`config.mk`:
```
export PLATFORM = sky130hd
export DESIGN_NAME = usm_divider
export DESIGN_NICKNAME = d
export VERILOG_FILES = /design/src/design/usm_divider.sv
export SDC_FILE = /design/constraint.sdc
export NUM_CORES = 1
export LEC_CHECK = 0
export BUFFER_PORTS_ARGS = -buffer_cell sky130_fd_sc_hd__clkbuf_2
export CORE_MARGIN = 5
export CORE_UTILIZATION = 42
export CTS_CLUSTER_SIZE = 12
export DETAILED_ROUTE_END_ITERATION = 6
export PLACE_DENSITY = 0.75
export SETUP_SLACK_MARGIN = 0.3
export SLEW_MARGIN = 20
export SYNTH_ARGS = -nofsm -noshare
export SYNTH_HDL_FRONTEND = slang
export SYNTH_SLANG_ARGS = --single-unit
```
`constraint.sdc`:
```
create_clock -name clk_i -period 5.9 [get_ports clk_i]
set_input_delay 0.295 -clock clk_i [delete_from_list [all_inputs] [get_ports clk_i]]
set_output_delay 0.295 -clock clk_i [all_outputs]
set_load 0.1 [all_outputs]
```
`src/design/usm_divider.sv`:
```
// Restoring divider, one quotient bit per cycle.
module usm_divider (
  input  logic        clk_i,
  input  logic        rst_ni,
  input  logic        start_i,
  input  logic [40:0] num_i,
  input  logic [8:0]  den_i,
  output logic        done_o,
  output logic [40:0] quo_o
);

  logic [40:0] quo_q, quo_d;
  logic [9:0]  rem_q, rem_d;
  logic [8:0]  den_q, den_d;
  logic [5:0]  cnt_q, cnt_d;
  logic        busy_q, busy_d, done_q, done_d;
  logic [9:0]  trial;

  always_comb begin
    quo_d = quo_q; rem_d = rem_q; den_d = den_q; cnt_d = cnt_q;
    busy_d = busy_q; done_d = 1'b0;
    trial = {rem_q[8:0], quo_q[40]};
    if (start_i) begin
      quo_d = num_i; rem_d = '0; den_d = den_i; cnt_d = '0; busy_d = 1'b1;
    end else if (busy_q) begin
      if (trial >= {1'b0, den_q}) begin
        rem_d = trial - {1'b0, den_q};
        quo_d = {quo_q[39:0], 1'b1};
      end else begin
        rem_d = trial;
        quo_d = {quo_q[39:0], 1'b0};
      end
      cnt_d = cnt_q + 6'd1;
      if (cnt_q == 6'd40) begin
        busy_d = 1'b0; done_d = 1'b1;
      end
    end
  end

  always_ff @(posedge clk_i or negedge rst_ni) begin
    if (!rst_ni) begin
      busy_q <= 1'b0; done_q <= 1'b0; cnt_q <= '0;
    end else begin
      busy_q <= busy_d; done_q <= done_d; cnt_q <= cnt_d;
    end
  end

  always_ff @(posedge clk_i) begin
    quo_q <= quo_d; rem_q <= rem_d; den_q <= den_d;
  end

  assign done_o = done_q;
  assign quo_o  = quo_q;

endmodule

```
Yosys cells after proc, flatten, opt, wreduce, memory -nomap -nowiden
Cells that the tools add are included.
{ "totals": {"regBits": 67, "inputBits": 53, "out_inout_bits": 42, "elab_cells": 23} }
{ "classes": {"addsub": 2, "order_cmp": 1, "eq_ne": 1, "muxes": 12, "reduce_logical": 1} }
{ "ops": {"columns": ["operator", "n"], "rows": [
  ["2-to-1 mux 41 bit", 2],
  ["2-to-1 mux 6 bit", 2],
  ["greater-or-equal comparator 10 x 9 -> 1 bit", 1],
  ["2-to-1 mux 9 bit", 1],
  ["subtractor 9 bit", 1],
  ["2-to-1 mux 1 bit", 7],
  ["adder 6 x 1 -> 6 bit (second input constant)", 1],
  ["== test 6 bit (second input constant)", 1],
  ["nonzero test 2 bit", 1]
]} }

Longest topological paths before layout
Gate-level depths: netlist of run 1.
{ "depth": {"word_depth": 4, "depth_mapped": 10} }

Worst setup path before layout of run 1
Ideal clock, no wire load.
{ "synth_path": {"path_type": "register to register", "from": "register quo_q[40] (netlist: quo_o[40])", "to": "register rem_q[5]", "setup_ns": 0.091, "t_arrival_ns": 2.548, "required_time_ns": 5.809, "setup_slack_ns": 3.261, "stages_incl_launch_ff": 11, "path_buffers": 1, "cell_sequence": "edfxtp_1 -> inv_1 -> ha_1 -> inv_1 -> fa_1 -> a21o_1 -> a32o_1 -> nand3b_4 -> buf_6 -> nand3_1 -> a311oi_1"} }
{ "synth_between": {"elab_chain_cells": 2} }
{ "synth_rtl": {"columns": ["item", "line", "rtl"], "rows": [
  ["start: declaration", "12", "logic [40:0] quo_q, quo_d;"],
  ["start signal: assignment", "49", "quo_q <= quo_d; rem_q <= rem_d; den_q <= den_d;"],
  ["subtractor 9 bit or greater-or-equal comparator 10 x 9 -> 1 bit (tied branches)", "27, 26", null],
  ["2-to-1 mux 9 bit *", "26", "if (trial >= {1'b0, den_q}) begin"],
  ["end signal: assignment", "49", null],
  ["end: declaration", "13", "logic [9:0] rem_q, rem_d;"]
]} }
Mark *: on every way between the ends. The rest lies on a longest branch, timed or not.
A chain may end at the register's enable or synchronous reset.

Worst setup path after layout of run 1
{ "layout_path": {"from": "register quo_q[40] (netlist: quo_o[40])", "to": "register quo_q[0] (netlist: quo_o[0]), data pin"} }
{ "layout_between": {"elab_chain_cells": 4} }
{ "layout_rtl": {"columns": ["item", "line", "rtl"], "rows": [
  ["greater-or-equal comparator 10 x 9 -> 1 bit", "26", null],
  ["2-to-1 mux 1 bit", "26", null],
  ["2-to-1 mux 41 bit", "25", "end else if (busy_q) begin"],
  ["2-to-1 mux 41 bit", "23", "if (start_i) begin"],
  ["named net quo_d[0]", "12", null]
]} }
The timed path passes the listed nets, and every way through them passes these cells. The select of a mux whose other input is x is not followed.

==> results.toml, run 1 <==
[global_route]
grt.total_usage_pct = 14.7
antenna_found_initial = 0
grt.overflow.total = 0
grt_pass1_vias = 2425
grt_pass1_wl_um = 11500
grt_max_degree = 63

[pwr]
peakVddDrop_v = 0.000218
seqPwrFrac_pct = 38.8
static-leakage-power_nw = 1.81
combPwrFrac_pct = 40.1
swShare_pct = 42.0
clkPwrFrac_pct = 21.1
power.switching_mw = 0.674
internal_power_mw = 0.932
power_density_nw_per_um2 = 396

[critical_path]
rr_startpoint = "quo_o[40]$_DFFE_PP_"
cp-end-kind = "register"
crit_path_frequent_cell = "inv_1"
cp_cell_sequence = "inv_1 > ha_1 > inv_1 > fa_1 > a21o_1 > a32o_1 > nand3b_4 > and2_1 > a21oi_1"
cpMaxStageDelayCell = "fa_1"
arrival_ns = 2.47
rr_worst_depth = 9
crit_type = "register to register"
startpoint_type = "register"
cpPeakStageDelay_ns = 0.43
crit_fanout = 16
reg2reg_to = "quo_o[0]$_DFFE_PP_"
worst_ep_required_time_ns = 5.98
ff2ff_setup_slack_ns = 3.51

[drt]
vias = 2303
ant_nets = 0
drtIter0Drc = 144
drc = 0
drt_first_pass_iters = 4
wirelength_um = 6960
routedWlPerCell_um = 15.4
routed_via_density = 5.10

[sta]
finalSetupViolCount = 0
skew_ns = 0.00938
drv_slew = 0
setup_tns_ns = 0
fmax_mhz = 419
worst_slew_pin_slew_ns = 0.903
hold_viol_final = 0
relSlewSlack_pct = 39.6
min_period_ns = 2.39
rsz0062_at_grt = "false"
fin_crit_sh_pct = 40.5

[finish]
fin_cells = 452
diodes = 0
num-nets-final = 410
final_cell_mix = "clkbuf_2 (94), edfxtp_1 (50), mux2_2 (40), inv_1 (15), nor2_1 (12)"
final_area_sq_um = 4060
area_growth_pct = 21.8
drive_gt1_share_pct = 45.7
mostFrequentLayoutCell = "clkbuf_2"

[placement]
place_area_sq_um = 3870
dp_cells = 435
io_buffers = 94
gp_congestion = 0.850
hpwl_um = 5060

[clock_tree]
postCtsHoldBufs = 1
clkTransAtPathRegs_ns = 0.08
cts_setup_buffers = 0
numCtsBuffers = 9
cts_resized = 0
clock_latency_ns = 0.34
cts_tree = "done"
h-tree-depth = 3
cts_root_buf = "clkbuf_8"
clockBufferDepth = 2
cts_sinks = 67

[yosys]
netlist_instances = 250
netlist_area_sq_um = 3330
synth_edf_count = 50
async_flop_share_pct = 11.9
ys_ff_latch = 67
synth_flop_cell = "edfxtp_1"
syn-num-nets = 315
synth_area_per_cell_sq_um = 13.3
ys_types = 49
yosysSeqAreaShare_pct = 56.5
synth_warnings = 0

[flow_run]
maxCapViolations = 0

[floorplanning]
die_y_um = 99.0
dieArea_sq_um = 9800
core.rowCount = 32
ioPinCount = 95
start_util_pct = 43.1
die_w_um = 99.0
core_area_sq_um = 7730

[min_path]
hold_end = "den_q[5]$_DFFE_PP_"
min_from = "den_i[5]"
hold_class = "input pin to register"
hold_depth = 1

[run_status]
status = "complete, no violations"
==> metrics by stage <==
| stage | hold slack (ns) | setup WS [ns] | power, mW | utilization (%) |
|---|---|---|---|---|
| after floorplan | -0.000591 | 3.26 | 1.17 | - |
| after global placement | 0.150 | 3.41 | 1.27 | 50.0 |
| after detailed placement | 0.155 | 3.35 | 1.27 | 50.0 |
| after CTS | 0.113 | 3.53 | 1.62 | 52.5 |
| after global routing | 0.106 | 3.40 | 1.69 | 52.5 |
| final | 0.127 | 3.51 | 1.61 | 52.5 |
==> per-layer routing <==
metal,track usage (%),share of wire [%]
met1,19.4,45
met2,21.3,45
met3,5.52,8.0
met4,6.51,2.2
met5,0,0
==> state kept, by name, summed over array words and instances, names as in the netlist <==
signal,cells
cnt_q,6
quo_o,41
den_q,9
rem_q,9
done_o,1
busy_q,1
==> cells by family (layout without fill, tap and decap cells) <==
group                      count (synthesis)  after routing  synth area share, %
DFF                                       67             67                 56.5
and+or+nand+nor                           52             52                 8.61
buffers and inverters                     27            127                 3.76
xor gates and xnor gates                   9              9                 2.37
AOI/OAI and AO/OA                         42             42                 10.1
muxes                                     41             41                 13.8
adders and majority gates                 12             12                 4.74
==> final cells by class <==
cell class | count | area [sq um]
clock buffers | 9 | 124
multi-input cells | 156 | 1320
flip-flops and latches | 67 | 1880
clock inverters | 7 | 53.8
fillers | 662 | 3670
inverters | 15 | 56.3
well taps | 102 | 128
repair buffers | 96 | 488
==> synthesized netlist by cell type (all sizes together) (2+ instances only) <==
| cell type | number | area, sq um |
|---|---|---|
| edfxtp | 50 | 1500 |
| a31oi | 3 | 18.8 |
| ha | 11 | 138 |
| nor3 | 2 | 10.0 |
| a21oi | 6 | 33.8 |
| clkbuf | 6 | 22.5 |
| and2 | 2 | 12.5 |
| nand2b | 2 | 12.5 |
| nand4 | 2 | 12.5 |
| a211oi | 4 | 35.0 |
| mux2 | 40 | 450 |
| nand2 | 9 | 33.8 |
| dfrtp | 8 | 200 |
| xnor2 | 4 | 35.0 |
| dfxtp | 9 | 180 |
| nand3 | 8 | 40.0 |
| inv | 15 | 56.3 |
| o21ai | 4 | 20.0 |
| a21o | 9 | 67.6 |
| a311oi | 6 | 58.8 |
| nor2b | 3 | 18.8 |
| buf | 6 | 46.3 |
| nor2 | 12 | 45.0 |
| nand3b | 2 | 27.5 |
| and3 | 6 | 42.5 |
| xor2 | 5 | 43.8 |
==> worst max path at each step <==
stage,startpoint,endpoint,slack [ns],depth (start not counted)
6_report,quo_o[40]$_DFFE_PP_,quo_o[0]$_DFFE_PP_,3.51,9
3_3_place_gp,start_i,quo_o[33]$_DFFE_PP_,3.41,4
4_1_cts,quo_o[40]$_DFFE_PP_,quo_o[0]$_DFFE_PP_,3.53,9
3_5_place_dp,start_i,quo_o[28]$_DFFE_PP_,3.35,4
2_1_floorplan,quo_o[40]$_DFFE_PP_,rem_q[5]$_SDFFE_PP0P_,3.26,10
5_1_grt,quo_o[40]$_DFFE_PP_,quo_o[0]$_DFFE_PP_,3.40,9
==> power by group through the flow <==
stage | logic, mW | clock network, mW | registers [mW]
global route | 0.688 | 0.372 | 0.631
detailed placement | 0.641 | 0 | 0.632
floorplan | 0.300 | 0 | 0.867
CTS | 0.644 | 0.350 | 0.623
global placement | 0.634 | 0 | 0.633
finish | 0.644 | 0.338 | 0.623
==> worst max-delay path: cells and delay by family, from the launching register on <==
kind	cells	cell delay (ns)
adders and majority gates	2	0.61
DFF	1	0.40
and+or+nand+nor	2	0.40
AOI/OAI and AO/OA	3	0.54
buffers and inverters	2	0.16
Note: power is estimated with default switching activity, not from simulation.
==> run 2: changes to the inputs <==
==> constraint.sdc (replaced) <==
create_clock -name clk_i -period 2.3 [get_ports clk_i]
set_input_delay 0.115 -clock clk_i [delete_from_list [all_inputs] [get_ports clk_i]]
set_output_delay 0.115 -clock clk_i [all_outputs]
set_load 0.1 [all_outputs]
==> results.toml, run 2 (synthesized netlist as in run 1, its figures left out) <==
[clock_tree]
numCtsBuffers = 9
clkTransAtPathRegs_ns = 0.08
cts_tree = "done"
clockBufferDepth = 2
h-tree-depth = 3
cts_root_buf = "clkbuf_8"
cts_sinks = 67
clock_latency_ns = 0.34

[finish]
largest_reg_flops = 41
num-fill-cells = 630
mostFrequentLayoutCell = "clkbuf_2"
area_growth_pct = 31.4
final_cell_mix = "clkbuf_2 (94), edfxtp_1 (50), mux2_2 (40), inv_1 (13), buf_4 (13)"
diodes = 0
fin_cells = 478
final_area_sq_um = 4370
drive_gt1_share_pct = 49.7
num-nets-final = 436

[critical_path]
path_buf_inv = 3
crit_fanout = 6
crit_family = "compound AO/OA/AOI/OAI gates"
rr_worst_depth = 10
startpoint_type = "register"
cpMaxStageDelayCell = "edfxtp_1"
arrival_ns = 2.43
worst_ep_required_time_ns = 2.54
rr_startpoint = "quo_o[40]$_DFFE_PP_"
cp-end-kind = "register"
crit_path_frequent_cell = "inv_2"
cpPeakStageDelay_ns = 0.40
reg2reg_to = "rem_q[0]$_SDFFE_PP0P_"
crit_type = "register to register"
cp_cell_sequence = "inv_2 > ha_4 > inv_2 > fa_2 > a21o_1 > a32o_2 > nand3b_4 > buf_6 > a21oi_2 > a311oi_1"
ff2ff_setup_slack_ns = 0.11

[sta]
rsz0062_at_grt = "true"
worst_slew_pin_slew_ns = 0.587
fin_crit_sh_pct = 95.0
drv_slew = 0
finalSetupViolCount = 0
setup_tns_ns = 0
hold_viol_final = 0
relSlewSlack_pct = 61.0
min_period_ns = 2.19
skew_ns = 0.00927
fmax_mhz = 458

[drt]
drc = 0
drt_first_pass_iters = 4
wirelength_um = 7700
drtIter0Drc = 131
routedWlPerCell_um = 16.1
routed_via_density = 5.12
vias = 2449
ant_nets = 0

[global_route]
grt_pass1_vias = 2522
grt_pass1_wl_um = 12400
top_usage_layer = "met2"
antenna_found_initial = 0
use_met1_pct = 19.9
grt_max_degree = 33
grt.overflow.total = 0
grt_use_met3_pct = 6.16
grt.total_usage_pct = 16.0
grtUsageMet2_pct = 25.3

[floorplanning]
core.rowCount = 32
start_util_pct = 43.1
ioPinCount = 95
die_y_um = 99.0
die_w_um = 99.0
dieArea_sq_um = 9800
core_area_sq_um = 7730

[min_path]
hold_depth = 2
min_from = "num_i[32]"
hold_end = "quo_o[32]$_DFFE_PP_"
hold_class = "input pin to register"

[placement]
place_area_sq_um = 3920
io_buffers = 94
hpwl_um = 5260
gp_congestion = 0.795
dp_cells = 440

[run_status]
status = "complete, no violations"

[pwr]
static-leakage-power_nw = 1.97
finalPower_mw = 4.36
power_density_nw_per_um2 = 997
peakVddDrop_v = 0.000556

[flow_run]
maxCapViolations = 0
[run 2: cell count changes in the layout (fill, tap and decap cells not counted), sizes merged]
cell         delta
clkinvlp        -2
nand3b          +1
buf            +16
clkbuf          +1
dlygate4sd3     +9
bufinv          +1
[run 2: worst max path at each step]
stage               slack, ns  cells past startpoint                    end           startpoint
floorplan               -0.26                     10  rem_q[1]$_SDFFE_PP0P_  quo_o[40]$_DFFE_PP_
CTS                      0.18                      9  rem_q[6]$_SDFFE_PP0P_  quo_o[40]$_DFFE_PP_
detailed placement        0.1                      9     quo_o[0]$_DFFE_PP_  quo_o[40]$_DFFE_PP_
finish                   0.11                     10  rem_q[0]$_SDFFE_PP0P_  quo_o[40]$_DFFE_PP_
global route             0.05                     10  rem_q[0]$_SDFFE_PP0P_  quo_o[40]$_DFFE_PP_
global placement         0.15                      9     quo_o[0]$_DFFE_PP_  quo_o[40]$_DFFE_PP_
[run 2: per-layer routing]
layer / wire length [um] / part of all wire (%)
met1: 3250 / 42
met5: 0 / 0
met4: 90 / 1.2
met3: 686 / 8.9
met2: 3670 / 48
[run 2: what timing repair did]
| item | in CTS | in global routing |
|---|---|---|
| setup buffers | 4 | 7 |
| hold endpoints to repair | 17 | 0 |
| cloned | 1 | 0 |
| endpoints found under the setup margin | 10 | 10 |
| resized for setup | 8 | 5 |
| hold buffers | 10 | 0 |
| pin swaps | 10 | 10 |
[run 2: layout make-up]
class	instances	area [sq um]	area share [%]
Sequential cell	67	1880	43.0
Multi-Input combinational cell	157	1390	31.8
Timing Repair Buffer	121	722	16.5
Clock buffer	10	128	2.92
Tap cell	102	128	2.92
Clock inverter	6	65.1	1.49
Inverter	15	56.3	1.29
[run 2: per-stage QoR]
step | util, % | hold slack, ns | setup WS [ns]
CTS | 55.6 | 0.0386 | 0.182
floorplan | - | -0.181 | -0.260
global placement | 50.8 | -0.0323 | 0.155
detailed placement | 50.8 | -0.0259 | 0.0997
global route | 56.6 | 0.0462 | 0.0472
finish | 56.6 | 0.0671 | 0.114
[run 2: worst reg2reg max path, cell delays in order, from the launching register on]
cell and delay, ns:
edfxtp_1 0.40, inv_2 0.10, ha_4 0.14, inv_2 0.04, fa_2 0.34, a21o_1 0.20
a32o_2 0.30, nand3b_4 0.14, buf_6 0.13, a21oi_2 0.05, a311oi_1 0.27
[run 2: power breakdown]
part	switching (mW)	total [mW]	internal [mW]
sequential	0.120	1.60	1.48
combinational	1.21	1.79	0.582
clock	0.471	0.975	0.503
